--- src/rtl/bte_ram.sv ---
// Generic single write port RAM with registered read.
`default_nettype none
module bte_ram #(
    parameter int unsigned WIDTH = 8,
    parameter int unsigned DEPTH = 16
) (
    input  wire logic                     aclk,
    input  wire logic                     we,
    input  wire logic [$clog2(DEPTH)-1:0] waddr,
    input  wire logic [WIDTH-1:0]         wdata,
    input  wire logic [$clog2(DEPTH)-1:0] raddr,
    output logic      [WIDTH-1:0]         rdata
);
    logic [WIDTH-1:0] mem [DEPTH];

    always_ff @(posedge aclk) begin
        if (we) begin
            mem[waddr] <= wdata;
        end
        rdata <= mem[raddr];
    end
endmodule
`default_nettype wire

--- config.mk ---
export PLATFORM = sky130hd
export DESIGN_NAME = bte_ram
export DESIGN_NICKNAME = d
export VERILOG_FILES = /design/src/rtl/bte_ram.sv
export SDC_FILE = /design/constraint.sdc
export NUM_CORES = 1
export LEC_CHECK = 0
export BUFFER_PORTS_ARGS = -buffer_cell sky130_fd_sc_hd__buf_2
export CELL_PAD_IN_SITES_DETAIL_PLACEMENT = 1
export CELL_PAD_IN_SITES_GLOBAL_PLACEMENT = 1
export CORE_MARGIN = 5
export CORE_UTILIZATION = 45
export DETAILED_ROUTE_END_ITERATION = 10
export HOLD_SLACK_MARGIN = 0.06
export PLACE_DENSITY = 0.66
export SYNTH_ARGS = -nofsm -noshare
export SYNTH_HDL_FRONTEND = slang
export SYNTH_SLANG_ARGS = --single-unit
--- constraint.sdc ---
create_clock -name aclk -period 1.75 [get_ports aclk]
set_input_delay 0 -clock aclk [delete_from_list [all_inputs] [get_ports aclk]]
set_output_delay 0 -clock aclk [all_outputs]
set_load 0.02 [all_outputs]
# Word level (Yosys, flattened, before mapping)

Memories as Yosys holds them, arrays and structs flattened. A register that Yosys moved wholly into a read port is not among the register bits.
Cells that the tools add are included.

Register bits: 0
Latch bits: 0
Bits in writable memories: 128
ROM bits: 0
Input port bits: 18
Output and inout bits: 8
Word-level logic and storage cells: 3
Memories: 1

Memories:

| memory | words | width | read ports | clocked after Yosys merged registers in | wr ports | line | RTL |
|---|---|---|---|---|---|---|---|
| mem    | 16    | 8     | 1          | 1                                       | 1        | 14   | `logic [WIDTH-1:0] mem [DEPTH];` |

$add $sub $neg: 0
Multiply operators: 0
Divide/modulo/power cells: 0
Order comparisons: 0
Eq/ne operators: 0
Shift-type cells: 0
Multiplexer cells: 2
Bitwise operators: 0
Reduce and logical (&&, ||, !) cells: 0

Operators with widths:

| operator | number |
|---|---|
| $mux 1   | 2 |

# Logic depth before layout (Yosys ltp)

Word-level depth: 2
Depth in mapped cells: 5
Gate-level depth less buffers: 3

# Worst setup path before layout

Ideal clock, no wire load.

Path kind: input-to-reg
Start point: in waddr[2]
End point: mem mem[0][0] (enable)
Setup time: 383 ps
Data arrival time: 1110 ps
Data required time: 1367 ps
Path slack: 257 ps
Cell stages on the path: 2
Buffers on the path: 0
Cell sequence: or3b_2 > nor3_1

RTL lines:

| element            | line | RTL |
|---|---|---|
| start: declaration | 9    | `input wire logic [$clog2(DEPTH)-1:0] waddr,` |
| end: declaration   | 14   |  |

No word-level cell before the write port.

==> impl_metrics.ini <==
[layout]
drive_gt1_frac = 0.303
final_cells = 453
diodes = 0
synthToLayoutAreaGrowth_pct = 21.1
utilization = 0.551
num-fill-cells = 1010
fin_nets = 315

[clock_tree]
clockRootBuffer = clkbuf_16
postCtsHoldBufs = 8
numCtsBuffers = 17
cts_setup_buffers = 0
cts.sink_count = 136
ctsResizeCount = 0
cts_tree = yes
htree_levels = 4
cts_buffer_depth = 2
insertion_delay_ps = 410
clkSlewWorstSetupHoldPaths_ps = 60

[critical_path]
slowest_stage = mux4_1
worstPathCellList = mux4_1 -> a22oi_1 -> nand2_1
worstPathMaxFanout = 1
worst_setup_path_start_kind = flop
arrival_ps = 1750
worst_setup_path_end_kind = flop
crit_type = flop to flop
max_stage_delay_ps = 510
critPathRequiredTime_ps = 2040

[power_and_ir_drop]
pwr_density_cell_mw_per_mm2 = 1200
ir_drop_v = 0.000654
p_leak_uw = 0.00215

[sta]
tns_ps = 0
worst_slack_ps = 294
finalCriticalPeriod_ps = 1460
fmax_mhz = 687
skew_ps = 11.3
layout_worst_path_cycle_share = 0.832
slew_headroom = 0.691
setup_viol = 0
hold_viol_final = 0
final_max_slew_viol_count = 0
worst_pin_slew_ps = 464
grt_setup_unrepaired = no

[global_routing]
antenna_found_initial = 0
overflow = 0
grt_first_pass_wirelength_mm = 17.0
grt_max_degree = 23
grt_use_total = 0.181
grt_pass1_vias = 2711

[yosys]
synth_cells = 229
synth_top_family_by_area = multiplexers
synth_flop_cell = edfxtp_1
synth_edf_count = 128
synth_area_mm2 = 0.00515
synth_compound_area_frac = 0.0233
async_reset_ff_frac = 0
ys_warn_count = 0
avgSynthCellArea_um2 = 22.5
yosys_register_bits = 136
yosys-top-cells-count = edfxtp_1, mux4_2, a22oi_1
synthTopCellsByArea = edfxtp_1, mux4_2, mux4_1
synthMostInstantiatedCell = edfxtp_1
synth_simple_gate_area_frac = 0.0318
synth_top_area_cell = edfxtp_1
synth_mux_area_frac = 0.150
ys_types = 19
syn-num-nets = 247
synth_adder_area_share = 0
yosysSeqAreaShare = 0.778
synth_xor_area_frac = 0
yosys.area.top_type_share = 0.747

[floorplan]
rows = 39
die_w_um = 117
start_util = 0.455
die_height_um = 117
pin_count = 26
dieArea_mm2 = 0.0137
core_mm2 = 0.0113

[routing]
wl_mm = 11.0
vias = 2533
avgRoutedWirePerCell_um = 24.3
via_per_inst = 5.59
ant_nets = 0
first_pass_iters = 4
drc_errors = 0
drt_iter0_drc = 171

[run_status]
run_status = complete, no violations

[place]
dp_hpwl_mm = 6.76
post-place-ws_ps = 315
portBuffers = 25
gp_congestion = 0.739
placedCellCount = 413

[hold_path]
min_path_type = input pin to flop

[flow_run]
maxCapViolCount = 0
## layout by cell type (no fill, tap or decap)
cell           synthesis  final
nand3b_1               2      2
a22oi_1               16     16
nor3_1                 4      4
nand2b_1               2      2
mux4_2                18     18
and2_1                 1      1
clkinv_1               0      6
nand2_1                9      9
buf_2                  3     25
clkinvlp_4             0      1
mux4_1                14     14
or3b_2                 1      1
buf_12                 0      2
bufinv_16              0      3
clkbuf_16              0     17
clkinv_2               0      3
nand3_1                1      1
dlygate4sd3_1          0      8
and2b_1                1      1
nor2b_1                1      1
dfxtp_1                8      8
clkbuf_1               0      2
edfxtp_1             128    128
nor2_1                13     13
buf_4                  1     24
## report_power, final
group,internal (uW),leakage [uW],switching [uW],total (uW)
clock network,2200,0.000276,1220,3420
registers,3640,0.00122,24.1,3670
logic,166,0.000650,221,387
total,6010,0.00215,1470,7480
## final cells by class
class | instances | area [um2] | area share
clock buffers | 19 | 433 | 0.0694
well taps | 143 | 179 | 0.0287
flip-flops and latches | 136 | 4000 | 0.642
repair buffers | 59 | 425 | 0.0682
clock inverters | 13 | 135 | 0.0217
multi-input cells | 83 | 1060 | 0.170
## critical path: cells and delay by family (launching register included)
| kind | cells | cell delay (ps) |
|---|---|---|
| AND/OR/NAND/NOR | 1 | 90 |
| multiplexers | 1 | 510 |
| flip-flops | 1 | 400 |
| AO/OA/AOI/OAI | 1 | 330 |
## final timing paths
kind	start	end	slack, ps	cells past startpoint
max	mem[3][2]	rdata[2]	290	3
min	waddr[0]	mem[4][3]	170	3
max reg2reg	mem[3][2]	rdata[2]	290	3
min reg2reg	mem[12][2]	rdata[2]	670	3
## metrics by stage
stage	hold slack [ps]	power [uW]	cell area [um2]
finish	167	7480	6230
detailed placement	398	4110	5590
floorplan	98.9	3940	5150
CTS	151	7540	6230
global placement	391	4100	5590
global route	172	7760	6230
## sequential cells by signal (all words and copies together), names as in the netlist
| name | count |
|---|---|
| mem | 128 |
| rdata | 8 |
## layer usage
layer / GRT usage / vias up / part of all wire / wire (um)
met5: 0 / - / 0 / 0
li1: - / 1111 / - / -
met4: 0.0596 / 0 / 0.015 / 160
met3: 0.0514 / 16 / 0.048 / 532
met2: 0.287 / 61 / 0.49 / 5450
met1: 0.246 / 1345 / 0.44 / 4880
## cells by family after synthesis
kind of cell / count (synthesis)
flops: 136
buf+inv: 10
compound gates: 16
mux: 32
simple gates: 35
Note: power is estimated with default switching activity, not from simulation.
