### src/rtl/bte_pkg.sv
// Shared types and constants for the boosted tree ensemble scorer.
`default_nettype none
package bte_pkg;
    localparam int unsigned SCORE_W = 48;

    typedef enum logic [1:0] {
        KIND_NODE    = 2'd0,
        KIND_RANGE   = 2'd1,
        KIND_FEATURE = 2'd2,
        KIND_NONE    = 2'd3
    } kind_t;

    // ST_TERM marks a scaled leaf waiting to be added; it never reaches a result.
    typedef enum logic [2:0] {
        ST_OK          = 3'd0,
        ST_BAD_LEAF    = 3'd1,
        ST_BAD_SPLIT   = 3'd2,
        ST_CHILD_RANGE = 3'd3,
        ST_NO_LEAF     = 3'd4,
        ST_TREE_RANGE  = 3'd5,
        ST_FEAT_COUNT  = 3'd6,
        ST_TERM        = 3'd7
    } status_t;

    typedef enum logic [1:0] {
        CFG_INIT   = 2'd0,
        CFG_RATE   = 2'd1,
        CFG_THRESH = 2'd2,
        CFG_TREES  = 2'd3
    } cfg_addr_t;

    typedef enum logic [2:0] {
        EV_IDLE,
        EV_TREE_RD,
        EV_TREE_CHK,
        EV_NODE_RD,
        EV_NODE_CHK,
        EV_SCALE,
        EV_ACCUM,
        EV_DONE
    } ev_state_t;

    // Command from the front part to the evaluator: the count check result.
    typedef struct packed {
        logic count_ok;
    } eval_cmd_t;

    function automatic logic signed [SCORE_W-1:0] sat_add(
        input logic signed [SCORE_W-1:0] a,
        input logic signed [SCORE_W-1:0] b
    );
        logic signed [SCORE_W:0] s;
        s = {a[SCORE_W-1], a} + {b[SCORE_W-1], b};
        if (s[SCORE_W] != s[SCORE_W-1]) begin
            sat_add = s[SCORE_W] ? {1'b1, {(SCORE_W-1){1'b0}}} : {1'b0, {(SCORE_W-1){1'b1}}};
        end else begin
            sat_add = s[SCORE_W-1:0];
        end
    endfunction
endpackage
`default_nettype wire

### src/rtl/bte_front.sv
// Front part: accepts items, writes features, queues evaluations; the top writes the tables.
`default_nettype none
module bte_front #(
    parameter int unsigned NUM_FEATURES = 27
) (
    input  wire logic                  aclk,
    input  wire logic                  aresetn,
    input  wire logic                  s_valid,
    output logic                       s_ready,
    input  wire logic [1:0]            s_kind,
    input  wire logic                  s_last,
    input  wire logic [11:0]           s_index,
    output logic                       feat_we,
    output logic                       q_valid,
    output bte_pkg::eval_cmd_t         q_cmd,
    input  wire logic                  q_ready,
    input  wire logic                  eval_busy
);
    import bte_pkg::*;

    logic [5:0] seen_reg, seen_next;
    logic       q_valid_reg;
    eval_cmd_t  q_cmd_reg;
    logic       acc;
    logic       is_feat;

    // Single-entry queue; hold off loads while a walk reads the tables.
    assign s_ready = !q_valid_reg && !eval_busy;
    assign acc     = s_valid && s_ready;
    assign is_feat = kind_t'(s_kind) == KIND_FEATURE;
    assign feat_we = acc && is_feat && (32'(s_index) < NUM_FEATURES);
    assign q_valid = q_valid_reg;
    assign q_cmd   = q_cmd_reg;

    always_comb begin
        seen_next = seen_reg;
        if (acc && is_feat) begin
            if (seen_reg != 6'd63) begin
                seen_next = seen_reg + 6'd1;
            end
            if (s_last) begin
                seen_next = '0;
            end
        end
    end

    always_ff @(posedge aclk) begin
        if (!aresetn) begin
            seen_reg    <= '0;
            q_valid_reg <= 1'b0;
        end else begin
            seen_reg <= seen_next;
            if (acc && is_feat && s_last) begin
                q_valid_reg <= 1'b1;
            end else if (q_ready) begin
                q_valid_reg <= 1'b0;
            end
        end
    end

    // The count saturates at 63 before the compare.
    always_ff @(posedge aclk) begin
        if (acc && is_feat && s_last) begin
            q_cmd_reg.count_ok <= (seen_reg == 6'd63 ? 32'd63 : 32'(seen_reg) + 32'd1) ==
                                  NUM_FEATURES;
        end
    end
endmodule
`default_nettype wire

### config.mk
export PLATFORM = sky130hd
export DESIGN_NAME = bte_front
export DESIGN_NICKNAME = d
export VERILOG_FILES = /design/src/rtl/bte_pkg.sv /design/src/rtl/bte_front.sv
export SDC_FILE = /design/constraint.sdc
export NUM_CORES = 1
export LEC_CHECK = 0
export ABC_AREA = 0
export BUFFER_PORTS_ARGS = -buffer_cell sky130_fd_sc_hd__buf_2
export CAP_MARGIN = 20
export CORE_AREA = 2 2 39 41
export DETAILED_ROUTE_END_ITERATION = 16
export DIE_AREA = 0 0 41 43
export GPL_ROUTABILITY_DRIVEN = 1
export GPL_TIMING_DRIVEN = 0
export PLACE_DENSITY = 0.69
export SYNTH_ARGS = -nofsm -noshare
export SYNTH_HDL_FRONTEND = slang
export SYNTH_SLANG_ARGS = --single-unit
### constraint.sdc
create_clock -name aclk -period 1.7 [get_ports aclk]
set_input_delay 0.17 -clock aclk [delete_from_list [all_inputs] [get_ports aclk]]
set_output_delay 0.17 -clock aclk [all_outputs]
set_load 0.05 [all_outputs]
# Word level (Yosys, flattened, before mapping)
# Cells that the tools add are included.
dict set report classes {
  n_mux 5
  reduce_logical 10
  eq_ne 4
  n_addsub 2
  n_lt_le_gt_ge 1
}
# op n
set ops {}
lappend ops {{$lt 12x5->1 const B} 1}
lappend ops {{$mux 6} 2}
lappend ops {{$add 6x1->7 const B} 1}
lappend ops {{$eq 7x5->1 const B} 1}
lappend ops {{$mux 7} 1}
lappend ops {{$add 6x1->6 const B} 1}
lappend ops {{$eq 6x6->1 const B} 1}
lappend ops {{$ne 6x6->1 const B} 1}
lappend ops {{$logic_and 1x1->1} 5}
lappend ops {{$reduce_bool 2->1} 2}
lappend ops {{$eq 2x2->1 const B} 1}
lappend ops {{$logic_not 1->1} 2}
lappend ops {{$mux 1} 2}
lappend ops {{$reduce_and 2->1} 1}
dict set report totals {
  elab_cells 25
  regBits 8
  out_inout_bits 4
}

# Logic depth before layout (Yosys ltp)
dict set report logic_depth {
  ltp_word 6
  mapped_depth 5
  mapped_depth_nobuf 5
}

# Worst setup path before layout
# Ideal clock, no wire load.
dict set report synth_timing {
  path_kind {flip-flop to output port}
  startpoint {reg q_valid_reg, in the netlist q_valid}
  endpoint {out feat_we}
  setup_slack_ns -0.074
  arrival_time_ns 1.604
  required_ns 1.530
  path_buffers 0
  stages_incl_launch_ff 4
  cell_sequence {dfxtp_1 > nor4b_4 > and2_1 > o2111a_1}
}
dict set report synth_between {
  elab_chain_cells 5
}
# element line_no
set synth_rtl {}
lappend synth_rtl {{start: declaration} bte_front.sv:22} ;# logic q_valid_reg;
lappend synth_rtl {{start signal: assignment} bte_front.sv:50} ;# q_valid_reg <= 1'b0;
lappend synth_rtl {{start signal: assignment} bte_front.sv:54} ;# q_valid_reg <= 1'b1;
lappend synth_rtl {{start signal: assignment} bte_front.sv:56} ;# q_valid_reg <= 1'b0;
lappend synth_rtl {{$logic_not 1->1} bte_front.sv:28} ;# assign s_ready = !q_valid_reg && !eval_busy;
lappend synth_rtl {{$logic_and 1x1->1} bte_front.sv:28}
lappend synth_rtl {{$logic_and 1x1->1} bte_front.sv:29} ;# assign acc = s_valid && s_ready;
lappend synth_rtl {{$logic_and 1x1->1 (2 in a row)} bte_front.sv:31} ;# assign feat_we = acc && is_feat && (32'(s_index) < NUM_FEATURES);
lappend synth_rtl {{end: declaration} bte_front.sv:13} ;# output logic feat_we,
# No other way between the ends.

# Worst setup path in the final report
# Ends and elaborated chain as after synthesis.

==> flow_summary_export.csv <==
group,metric,value,unit
status,status,"finished clean",
route,wl_per_cell,12.2,µm
cts,cts_tree,"yes",
pwr,power_density,628,nW/µm²
cts,cts_buffers,3,
synth,ys_warn_count,0,
critical_path,cp_num_buf_inv,1,
floorplanning,die_h,43,µm
cts,path_clk_slew,0.06,ns
floorplanning,rows,14,
critical_path,start_kind,"flip-flop",
pwr,ir_drop,377,µV
critical_path,reg2reg_from,"seen_reg[0]$_SDFFE_PN0P_",
finish,syn2layout_area_growth,37.3,%
cts,hold_buffers,0,
cts,htreeDepth,1,
global_routing,grt_pass1_vias,482,
synth,mappedNetlistArea,477,µm²
synth,synth_adder_area_share,2.62,%
critical_path,path_cells,"nor4b_4, and2_4, o2111a_2, buf_6",
critical_path,critPathRequiredTime,1.53,ns
sta,skew,0.000295,ns
finish,final_cell_area,654,µm²
synth,synth_cells,54,
placed_design,port_buffers,22,
critical_path,crit_path_max_fanout,4,
cts,clk_latency,0.26,ns
sta,clock.fmax,616,MHz
synth,synth_common_cells,"7 x dfxtp_1, 7 x nand2_1, 5 x a21oi_1, 5 x nor2_1",
route,drt_first_pass_iters,4,
route,drt_wl_total,1.18,mm
placed_design,place_inst,92,
placed_design,routabilityCongestion,0.861,
critical_path,cp_slowest_stage_delay,0.34,ns
synth,synthXorXnorAreaFrac,1.84,%
finish,finalNetCount,103,
synth,ys_ff_latch,8,
sta,rsz0062_at_grt,"yes",
critical_path,rrSetupSlack,0.10,ns
cts,clock_path_buffers,2,
min_path,hold_depth,2,
critical_path,crit_arrival,1.45,ns
synth,synth_top_cell_area_share,29.4,%
synth,synth_cell_types,31,
synth,synthArstFlopShare,0,%
global_routing,grt-ovfl-total,0,
floorplanning,core,1380,µm²
sta,slew_viol_final,0,
synth,synth_nets,75,
min_path,whs_endpoint,"q_valid$_SDFFE_PN0P_",
critical_path,path_delay_family,"simple AND/OR/NAND/NOR gates",
global_routing,grt_max_degree,11,
sta,period_share,95.5,%
global_routing,antenna_found_initial,0,
critical_path,cp_slowest_cell,"dfxtp_2",
synth,synthSimpleGateAreaFrac,35.2,%
min_path,hold_path.class,"in2reg",
sta,period_needed,1.62,ns
route,remaining_drc_errors,0,
floorplanning,initial_core_util,34.4,%
synth,ys.flop_type,"dfxtp_1",
sta,relSlewSlack,76.6,%
cts,root_buffer,"clkbuf_4",
finish,largest_register_ffs,6,
route,via_per_inst,5.40,
floorplanning,die-area,1760,µm²
critical_path,end_kind,"output pin",
synth,avgSynthCellArea,8.83,µm²
route,ant_nets,0,
synth,synth_compound_area_share,23.1,%
cts,cts_sinks,8,
sta,setup_viol,0,
critical_path,r2r_cells,5,
placed_design,placed_area,609,µm²
route,vias,524,
min_path,hold_start,"aresetn",
synth,yosysTopAreaCell,"dfxtp_1",
global_routing,grt_usage,15.5,%
synth,muxShareOfSynthArea,0,%
sta,tightest_slew,0.351,ns
route,drtIter0Drc,6,
critical_path,timing.rr.end,"seen_reg[3]$_SDFFE_PN0P_",
placed_design,dp_hpwl,884,µm
synth,ys_seq_area_share,35.7,%
synth,synth_top_family_by_area,"simple AND/OR/NAND/NOR gates",
finish,diodes,0,
critical_path,crit_type,"reg2out",
floorplanning,io_pins,24,
finish,fin_cells,97,
pwr,leakage,0.000275,µW
finish,fin_util,47.3,%
synth,synth_edf_count,1,
global_routing,grt_pass1_wl,1.84,mm
sta,hold_viol,0,
floorplanning,die_w,41,µm
job,maxCapViolCount,0,
synth,synthTopCellsByArea,"dfxtp_1 29%, edfxtp_1 6.3%, nand2_1 5.5%",
finish,drive_gt1_share,40.7,%
[power by group]
part | leakage (µW) | internal [µW] | total [µW] | switching (µW)
Combinational | 0.000191 | 25.6 | 53.6 | 28.0
Clock | 0.0000150 | 90.4 | 165 | 74.3
Sequential | 0.0000684 | 192 | 193 | 1.08
Total | 0.000275 | 308 | 411 | 103
[area by class of cell]
cell class / count / area (µm²)
Fill cell: 143 / 729
Multi-Input combinational cell: 44 / 305
Sequential cell: 8 / 171
Timing Repair Buffer: 23 / 124
Clock buffer: 4 / 26.3
Tap cell: 16 / 20.0
Buffer: 1 / 3.75
Inverter: 1 / 3.75
[logic make-up (layout without fill, tap and decap cells)]
kind of cell | count (synthesis) | after routing
compound gates | 14 | 14
simple gates | 28 | 28
flops | 8 | 8
xor+xnor | 1 | 1
buf+inv | 2 | 29
fa+ha+maj | 1 | 1
[metrics by stage]
step | setup TNS (ns) | worst slack, ns | hold WS [ns] | total power (µW)
final | 0 | 0.0770 | 0.159 | 411
after CTS | 0 | 0.0155 | 0.167 | 414
after global placement | 0 | 0.0586 | 0.428 | 248
after global routing | -0.00121 | -0.00121 | 0.175 | 430
after floorplan | 0 | 0.0783 | 0.287 | 220
after detailed placement | 0 | 0.0244 | 0.437 | 249
[worst max path at each step]
stage | slack (ns) | from | cells after the start | endpoint
5_1_grt | -0.001 | q_valid$_SDFFE_PN0P_ | 4 | feat_we
3_5_place_dp | 0.02 | seen_reg[0]$_SDFFE_PN0P_ | 5 | seen_reg[3]$_SDFFE_PN0P_
4_1_cts | 0.02 | seen_reg[0]$_SDFFE_PN0P_ | 5 | seen_reg[3]$_SDFFE_PN0P_
2_1_floorplan | 0.08 | q_valid$_SDFFE_PN0P_ | 4 | seen_reg[3]$_SDFFE_PN0P_
6_report | 0.08 | q_valid$_SDFFE_PN0P_ | 4 | feat_we
3_3_place_gp | 0.06 | seen_reg[0]$_SDFFE_PN0P_ | 5 | seen_reg[3]$_SDFFE_PN0P_
[routing by layer]
layer	global-route usage, %	wire length [µm]	vias to the layer above
met2	26.3	582	24
met5	0	0	-
li1	-	-	260
met4	6.00	20	0
met1	17.0	457	238
met3	4.71	120	2
[cell usage in the layout (no fill, tap or decap), types with 2 or more instances in the layout]
cell	count
buf_2	21
clkbuf_4	3
and3_1	2
nor4_1	2
clkbuf_1	2
nor2_1	5
a21oi_1	5
nand3_1	2
nand2_1	7
dfxtp_1	6
[repair_timing]
item	CTS	global route
pin swaps	1	2
setup buffers	0	1
endpoints found under the setup margin	1	3
gates resized for setup	2	2
Note: power is estimated with default switching activity, not from simulation.
