File: config.mk
export PLATFORM = sky130hd
export DESIGN_NAME = bte_eval
export DESIGN_NICKNAME = d
export VERILOG_FILES = /design/src/rtl/bte_pkg.sv /design/src/rtl/bte_eval.sv
export SDC_FILE = /design/constraint.sdc
export NUM_CORES = 2
export LEC_CHECK = 0
export BUFFER_PORTS_ARGS = -buffer_cell sky130_fd_sc_hd__buf_2
export CORE_ASPECT_RATIO = 1.2
export CORE_MARGIN = 5
export CORE_UTILIZATION = 56
export DETAILED_ROUTE_END_ITERATION = 10
export GPL_ROUTABILITY_DRIVEN = 0
export PLACE_DENSITY = 0.85
export SLEW_MARGIN = 5
export SYNTH_ARGS = -nofsm -noshare
export SYNTH_HDL_FRONTEND = slang
export SYNTH_SLANG_ARGS = --single-unit
File: constraint.sdc
create_clock -name aclk -period 7 [get_ports aclk]
set_input_delay 1.05 -clock aclk [delete_from_list [all_inputs] [get_ports aclk]]
set_output_delay 1.05 -clock aclk [all_outputs]
set_load 0.01 [all_outputs]
File: src/rtl/bte_pkg.sv
// Shared types and constants for the boosted tree ensemble scorer.
`default_nettype none
package bte_pkg;
    localparam int unsigned SCORE_W = 48;

    typedef enum logic [1:0] {
        KIND_NODE    = 2'd0,
        KIND_RANGE   = 2'd1,
        KIND_FEATURE = 2'd2,
        KIND_NONE    = 2'd3
    } kind_t;

    // ST_TERM marks a scaled leaf waiting to be added; it never reaches a result.
    typedef enum logic [2:0] {
        ST_OK          = 3'd0,
        ST_BAD_LEAF    = 3'd1,
        ST_BAD_SPLIT   = 3'd2,
        ST_CHILD_RANGE = 3'd3,
        ST_NO_LEAF     = 3'd4,
        ST_TREE_RANGE  = 3'd5,
        ST_FEAT_COUNT  = 3'd6,
        ST_TERM        = 3'd7
    } status_t;

    typedef enum logic [1:0] {
        CFG_INIT   = 2'd0,
        CFG_RATE   = 2'd1,
        CFG_THRESH = 2'd2,
        CFG_TREES  = 2'd3
    } cfg_addr_t;

    typedef enum logic [2:0] {
        EV_IDLE,
        EV_TREE_RD,
        EV_TREE_CHK,
        EV_NODE_RD,
        EV_NODE_CHK,
        EV_SCALE,
        EV_ACCUM,
        EV_DONE
    } ev_state_t;

    // Command from the front part to the evaluator: the count check result.
    typedef struct packed {
        logic count_ok;
    } eval_cmd_t;

    function automatic logic signed [SCORE_W-1:0] sat_add(
        input logic signed [SCORE_W-1:0] a,
        input logic signed [SCORE_W-1:0] b
    );
        logic signed [SCORE_W:0] s;
        s = {a[SCORE_W-1], a} + {b[SCORE_W-1], b};
        if (s[SCORE_W] != s[SCORE_W-1]) begin
            sat_add = s[SCORE_W] ? {1'b1, {(SCORE_W-1){1'b0}}} : {1'b0, {(SCORE_W-1){1'b1}}};
        end else begin
            sat_add = s[SCORE_W-1:0];
        end
    endfunction
endpackage
`default_nettype wire

File: src/rtl/bte_eval.sv
// Back part: walks each configured tree in turn and accumulates the scaled leaf values, stopping at the first fault.
`default_nettype none
module bte_eval #(
    parameter int unsigned NODE_DEPTH   = 4096,
    parameter int unsigned MAX_TREES    = 256,
    parameter int unsigned NUM_FEATURES = 27
) (
    input  wire logic                        aclk,
    input  wire logic                        aresetn,
    input  wire logic                        q_valid,
    input  wire bte_pkg::eval_cmd_t          q_cmd,
    output logic                             q_ready,
    output logic                             busy,
    input  wire logic signed [47:0]          initial_score,
    input  wire logic [16:0]                 leaf_scale,
    input  wire logic [8:0]                  num_trees,
    output logic [$clog2(MAX_TREES)-1:0]     tree_raddr,
    input  wire logic [12:0]                 tree_first,
    input  wire logic [12:0]                 tree_total,
    output logic [$clog2(NODE_DEPTH)-1:0]    node_raddr,
    input  wire logic signed [15:0]          node_left,
    input  wire logic signed [15:0]          node_right,
    input  wire logic signed [7:0]           node_feat,
    input  wire logic signed [31:0]          node_thresh,
    input  wire logic signed [31:0]          node_value,
    output logic [$clog2(NUM_FEATURES)-1:0]  feat_raddr,
    input  wire logic signed [31:0]          feat_value,
    output logic                             m_valid,
    input  wire logic                        m_ready,
    output logic signed [47:0]               res_score,
    output logic [2:0]                       res_status
);
    import bte_pkg::*;
    localparam int unsigned NW = $clog2(NODE_DEPTH);
    localparam int unsigned TW = $clog2(MAX_TREES);
    localparam int unsigned FW = $clog2(NUM_FEATURES);

    ev_state_t state_reg, state_next;
    logic [8:0]  tree_reg, tree_next;
    logic [16:0] first_reg, first_next;
    logic [12:0] total_reg, total_next;
    logic [12:0] visit_reg, visit_next;
    logic [15:0] at_reg, at_next;
    logic signed [47:0] sum_reg, sum_next;
    logic signed [31:0] leaf_reg, leaf_next;
    logic signed [49:0] prod_reg, prod_next;
    logic        out_valid_reg, out_valid_next;
    logic signed [47:0] out_score_reg, out_score_next;
    logic [2:0]  out_st_reg, out_st_next;
    logic [16:0] node_addr;
    logic        le;
    logic signed [15:0] nx;

    assign node_addr  = first_reg + 17'(at_reg);
    assign node_raddr = node_addr[NW-1:0];
    assign tree_raddr = TW'(tree_reg);
    // Feature read needs the split's slot; the read is registered, so its data is used in the next cycle.
    assign feat_raddr = FW'(node_feat[FW-1:0] < NUM_FEATURES ? node_feat[FW-1:0] : '0);
    assign le         = feat_value <= node_thresh;
    assign nx         = le ? node_left : node_right;
    assign q_ready    = state_reg == EV_IDLE && !out_valid_reg;
    assign busy       = state_reg != EV_IDLE;
    assign m_valid    = out_valid_reg;
    assign res_score  = out_score_reg;
    assign res_status = out_st_reg;

    always_comb begin
        logic signed [49:0] t;
        state_next     = state_reg;
        tree_next      = tree_reg;
        first_next     = first_reg;
        total_next     = total_reg;
        visit_next     = visit_reg;
        at_next        = at_reg;
        sum_next       = sum_reg;
        leaf_next      = leaf_reg;
        prod_next      = prod_reg;
        out_valid_next = out_valid_reg && !m_ready;
        out_score_next = out_score_reg;
        out_st_next    = out_st_reg;
        t              = '0;
        unique case (state_reg)
            EV_IDLE: begin
                if (q_valid && !out_valid_reg) begin
                    tree_next = '0;
                    sum_next  = initial_score;
                    if (!q_cmd.count_ok) begin
                        out_valid_next = 1'b1;
                        out_score_next = '0;
                        out_st_next    = ST_FEAT_COUNT;
                    end else begin
                        state_next = EV_TREE_RD;
                    end
                end
            end
            EV_TREE_RD: begin
                if (tree_reg >= num_trees) begin
                    state_next  = EV_DONE;
                    out_st_next = ST_OK;
                end else if (32'(tree_reg) >= MAX_TREES) begin
                    state_next  = EV_DONE;
                    out_st_next = ST_TREE_RANGE;
                end else begin
                    state_next = EV_TREE_CHK;
                end
            end
            EV_TREE_CHK: begin
                first_next = 17'(tree_first);
                total_next = tree_total;
                visit_next = '0;
                at_next    = '0;
                if (tree_total == '0 || 32'(tree_first) > NODE_DEPTH ||
                    32'(tree_total) > NODE_DEPTH - 32'(tree_first)) begin
                    state_next  = EV_DONE;
                    out_st_next = ST_TREE_RANGE;
                end else begin
                    state_next = EV_NODE_RD;
                end
            end
            EV_NODE_RD: begin
                if (visit_reg >= total_reg) begin
                    state_next  = EV_DONE;
                    out_st_next = ST_NO_LEAF;
                end else begin
                    state_next = EV_NODE_CHK;
                end
            end
            EV_NODE_CHK: begin
                // Node data is now valid; the feature read lands in the next cycle.
                if (node_left < 0) begin
                    if (node_right >= 0) begin
                        state_next  = EV_DONE;
                        out_st_next = ST_BAD_LEAF;
                    end else begin
                        leaf_next  = node_value;
                        state_next = EV_SCALE;
                    end
                end else if (node_right < 0 || node_feat < 0 ||
                             32'(node_feat) >= NUM_FEATURES) begin
                    state_next  = EV_DONE;
                    out_st_next = ST_BAD_SPLIT;
                end else begin
                    state_next = EV_ACCUM;
                end
            end
            EV_ACCUM: begin
                // Take the branch once the feature read has returned.
                if (nx < 0 || 32'(nx) >= 32'(total_reg)) begin
                    state_next  = EV_DONE;
                    out_st_next = ST_CHILD_RANGE;
                end else begin
                    at_next    = nx;
                    visit_next = visit_reg + 13'd1;
                    state_next = EV_NODE_RD;
                end
            end
            EV_SCALE: begin
                t = 50'(leaf_reg) * $signed({1'b0, leaf_scale}) + 50'sd32768;
                prod_next = t;
                state_next = EV_DONE;
                out_st_next = ST_TERM;
            end
            EV_DONE: begin
                if (out_st_reg == ST_TERM) begin
                    sum_next   = sat_add(sum_reg, 48'(prod_reg >>> 16));
                    tree_next  = tree_reg + 9'd1;
                    state_next = EV_TREE_RD;
                end else begin
                    out_valid_next = 1'b1;
                    out_score_next = out_st_reg == ST_OK ? sum_reg : '0;
                    state_next     = EV_IDLE;
                end
            end
            default: state_next = EV_IDLE;
        endcase
    end

    always_ff @(posedge aclk) begin
        if (!aresetn) begin
            state_reg     <= EV_IDLE;
            out_valid_reg <= 1'b0;
        end else begin
            state_reg     <= state_next;
            out_valid_reg <= out_valid_next;
        end
    end

    always_ff @(posedge aclk) begin
        tree_reg      <= tree_next;
        first_reg     <= first_next;
        total_reg     <= total_next;
        visit_reg     <= visit_next;
        at_reg        <= at_next;
        sum_reg       <= sum_next;
        leaf_reg      <= leaf_next;
        prod_reg      <= prod_next;
        out_score_reg <= out_score_next;
        out_st_reg    <= out_st_next;
    end
endmodule
`default_nettype wire

# Word-level counts from Yosys, hierarchy flattened
# Index checks and enable logic that the tools add are counted.
# W data, S select, Z words.
[word_totals] elab_cells=124 output_inout_bits=79 inputBits=241 register_bits=244
[classes] addsub=6 multipliers=1 muxes=46 bitwise_logic=1 n_reduce_logical=23 n_eq_ne=21 n_lt_le_gt_ge=14
[op_table] op="$mux W48" n=8
[op_table] op="$pmux W48 S2" n=2
[op_table] op="$mux W3" n=17
[op_table] op="$add A50 B17 Y50 const B" n=1
[op_table] op="$mul A32 B18 Y50" n=1
[op_table] op="$add A48 B34 Y49" n=1
[op_table] op="$lt A16 B1 Y1 const B" n=3
[op_table] op="$ge A32 B13 Y1" n=1
[op_table] op="$ge A32 B5 Y1 const B" n=1
[op_table] op="$gt A13 B32 Y1" n=1
[op_table] op="$le A32 B32 Y1" n=1
[op_table] op="$pmux W13 S2" n=1
[op_table] op="$pmux W12 S2" n=1
[op_table] op="$pmux W3 S8" n=1
[op_table] op="$pmux W3 S7" n=1
[op_table] op="$mux W9" n=2
[op_table] op="$pmux W9 S2" n=1
[op_table] op="$ge A16 B1 Y1 const B" n=1
[op_table] op="$mux W16" n=1
[op_table] op="$ne A2 B2 Y1 const B" n=8
[op_table] op="$eq A3 B3 Y1 const B" n=5
[op_table] op="$sub A13 B13 Y14 const A" n=1
[op_table] op="$add A13 B1 Y13 const B" n=1
[op_table] op="$ge A13 B13 Y1" n=1
[op_table] op="31 further kinds" n=50

# Depth between registers and ports, before layout
[logic_depth] depth_word=6 ltp_mapped=26 ltp_nobuf=25

# Least setup slack after synthesis
# Ideal clock, no wire load.
[synth_path] kind="input to register" startpoint="in leaf_scale[1]" endpoint="reg prod_reg[46] (data pin)" required_ns=6.737 slack_ns=-0.027 setup_time_ns=0.263 stages=24 t_arrival_ns=6.763 n_path_buf=1 cell_sequence="clkbuf_1 and2_1 fa_1 inv_1 fa_1 inv_1 ha_1 inv_1 fa_1 inv_1 fa_1 inv_1 fa_1 inv_1 ha_1 a21o_1 a21o_1 a21oi_1 nor2b_1 o21ai_0 nand2b_1 a221o_1 a211oi_1 nor2_1"
[synth_between] elab_chain_cells=2
[synth_rtl] item="from (decl)" line="bte_eval.sv:15" text="input wire logic [16:0] leaf_scale,"
[synth_rtl] item="$mul A32 B18 Y50" line="bte_eval.sv:158" text="t = 50'(leaf_reg) * $signed({1'b0, leaf_scale}) + 50'sd32768;"
[synth_rtl] item="$add A50 B17 Y50" line="bte_eval.sv:158"
[synth_rtl] item="to (signal assigned)" line="bte_eval.sv:196" text="prod_reg <= prod_next;"
[synth_rtl] item="to (decl)" line="bte_eval.sv:46" text="logic signed [49:0] prod_reg, prod_next;"
# No other way between the ends.
# A chain may end at the register's enable or synchronous reset.

# Worst setup path in the final report
[layout_path] startpoint="in leaf_scale[6]" endpoint="reg prod_reg[44] (data pin)"
# The elaborated chain is that of the path after synthesis.

==> results.yml <==
floorplan:
  fp.dieW_um: 232
  die-area_mm2: 0.0641
  num_io_pins: 320
  start_util: 0.566
  row_count: 97
  die_y_um: 276
  core-area_mm2: 0.0585
synthesis:
  ys_types: 76
  netlist_instances: 3481
  synth_area_leaders: "fa_1 32%, edfxtp_1 20%, ha_1 11%, inv_1 8.0%, and2_1 5.4%"
  yosysWarningCount: 0
  yosysMostFrequentCell: "inv_1"
  synth_top_cell_by_area: "fa_1"
  synth_nets: 4533
  syn_avg_cell_area_um2: 9.51
  ys_seq_area_frac: 0.206
  synthDominantCellAreaShare: 0.316
  ys_seq_elements: 228
  synth_edf_count: 224
  yosys-top-cells-count: "704 x inv_1, 522 x fa_1, 435 x nand2_1"
  synthesis.area_mm2: 0.0331
  synth-main-ff-cell: "edfxtp_1"
  synth-async-reset-ratio: 0
critical_path:
  crit_path_frequent_cell: "fa_1"
  cp-end-kind: "flop"
  crit_start: "leaf_scale[6]"
  path_cells: "buf_2 > and2_1 > fa_1 > inv_1 > fa_1 > fa_1 > fa_1 > inv_1 > fa_1 > fa_1 > ha_1 > a41o_1 > a221oi_1 > buf_4 > nor3_4 > a2111oi_2 > o21a_4 > o31ai_2 > o21ai_1 > a21oi_2 > or4_1 > nand4_1"
  worstSetupStartpointType: "input port"
  cp.arrival_ns: 7.16
  rr_worst_depth: 21
  path_depth: 22
  cpLargestDelayFamily: "adder cells"
  required_ns: 7.41
  cpPeakStageDelay_ns: 0.54
  path_buf_inv: 4
  crit_type: "input port to flop"
  r2r-end: "prod_reg[44]"
  rr_startpoint: "leaf_reg[22]"
  critPathSlowestCell: "fa_1"
  reg2reg_setup_slack_ns: 0.32
  crit_path_end: "prod_reg[44]"
  crit_fanout: 10
route:
  drt-initial-drc-count: 1809
  totalWireLength_mm: 85.9
  post_drt_wl_per_cell_um: 18.2
  dr.pass1.iters: 7
  ant_nets: 0
  vias_per_cell: 5.47
  drc: 0
  vias: 25800
grt:
  grt_usage: 0.267
  grt_antenna_before_repair: 12
  grt.overflow.total: 0
  grt_max_degree: 59
  grt_pass1_vias: 27600
  grt_pass1_wl_mm: 140
placed_design:
  port_buffers: 319
  placed_cell_area_mm2: 0.0368
  dp_hpwl_mm: 72.4
cts:
  htreeDepth: 1
  ctsRootBufferMaster: "clkbuf_16"
  cts-buffers-inserted: 26
  clk_latency_ns: 0.55
  clkSlewWorstSetupHoldPaths_ns: 0.06
  cts_num_sinks: 228
  clock_path_buffers: 3
  cts_tree: "done"
timing:
  fin_crit_ns: 6.75
  setup_viol: 0
  fin_skew_ns: 0.0137
  max_slew_margin: 0.268
  max_freq_mhz: 148
  slew_violations: 0
  fin_crit_sh: 0.964
  hold_viol: 0
  tightestPinTransition_ns: 1.09
  holdWs_ns: 0.555
min_path:
  hold_path.class: "flop to flop"
finish:
  area.growth.synth_to_final_pct: 14.0
  fin_nets: 4947
  drive_gt1_frac: 0.157
  design_area_mm2: 0.0377
outcome:
  status: "complete, no violations"
flow_run:
  maxCapViolCount: 0
## through the flow
stage	cells	setup WS (ns)	TNS, ns	utilization
after floorplan	3481	0.0115	0	-
after global placement	4657	-0.423	-3.10	0.629
after detailed placement	4657	-0.600	-6.21	0.629
after CTS	4703	0.0148	0	0.643
after global routing	4707	-0.0370	-0.0370	0.645
final	4710	0.254	0	0.645
## cells by family (layout without fill, tap and decap cells)
kind of cell,Yosys count,in the layout,synth area share
AOI/OAI and AO/OA,423,423,0.0815
DFF,228,228,0.206
adders and majority gates,812,812,0.425
and+or+nand+nor,1047,1047,0.154
other,0,5,0
buffers and inverters,836,1268,0.0965
muxes,17,17,0.00612
xor gates and xnor gates,118,118,0.0312
## worst min path at each step
stage                     depth (start not counted)           end       start  slack [ns]
after floorplan                                   1  res_score[0]  sum_reg[0]        0.53
after global placement                            2       m_valid     m_valid        0.54
after detailed placement                          2       m_valid     m_valid        0.55
after CTS                                         2       m_valid     m_valid        0.56
after global routing                              2       m_valid     m_valid        0.58
final                                             2       m_valid     m_valid        0.56
## per-layer routing
metal | part of all wire | up-vias | global-route usage
li1 | - | 11800 | -
met5 | 0.00048 | - | 0
met1 | 0.37 | 12500 | 0.327
met4 | 0.038 | 6 | 0.0868
met2 | 0.50 | 1168 | 0.476
met3 | 0.086 | 254 | 0.0524
## worst reg2reg max path, cell delays in order (launching register included)
cell	delay, ns
edfxtp_1	0.67
and2_1	0.33
fa_1	0.55
inv_1	0.07
fa_1	0.50
fa_1	0.45
fa_1	0.60
inv_1	0.07
fa_1	0.49
inv_1	0.06
fa_1	0.54
inv_1	0.05
ha_1	0.30
a21o_1	0.17
o21bai_1	0.18
a2111oi_2	0.40
o21a_4	0.21
o31ai_2	0.07
o21ai_1	0.21
a21oi_2	0.11
or4_1	0.42
nand4_1	0.10
## layout make-up
cell class	instances	area [µm²]
Fill cell	4463	20800
Clock inverter	15	135
Clock buffer	31	691
Tap cell	792	991
Inverter	704	2640
Timing Repair Buffer	518	3220
Antenna cell	5	12.5
Sequential cell	228	6810
Multi-Input combinational cell	2417	23200
## placed cells by master, fill, tap and decap left out, types with 37 or more instances in the layout
master      n
a21o_1     52
a21oi_1   116
and2_1    283
buf_2     317
buf_4     190
edfxtp_1  224
fa_1      522
ha_1      289
inv_1     703
nand2_1   434
nor2_1    127
o21ai_0    82
o21ai_1    37
xnor2_1    75
xor2_1     43
## repair_timing
action                     CTS  global route
setup buffers                0             2
hold buffers                 0             0
setup endpoints to repair    1            11
resized for setup            1            23
pin swaps                    1             6
Power is not shown: default switching activity piles up to over one toggle a cycle in this logic, so the estimate is an artifact.
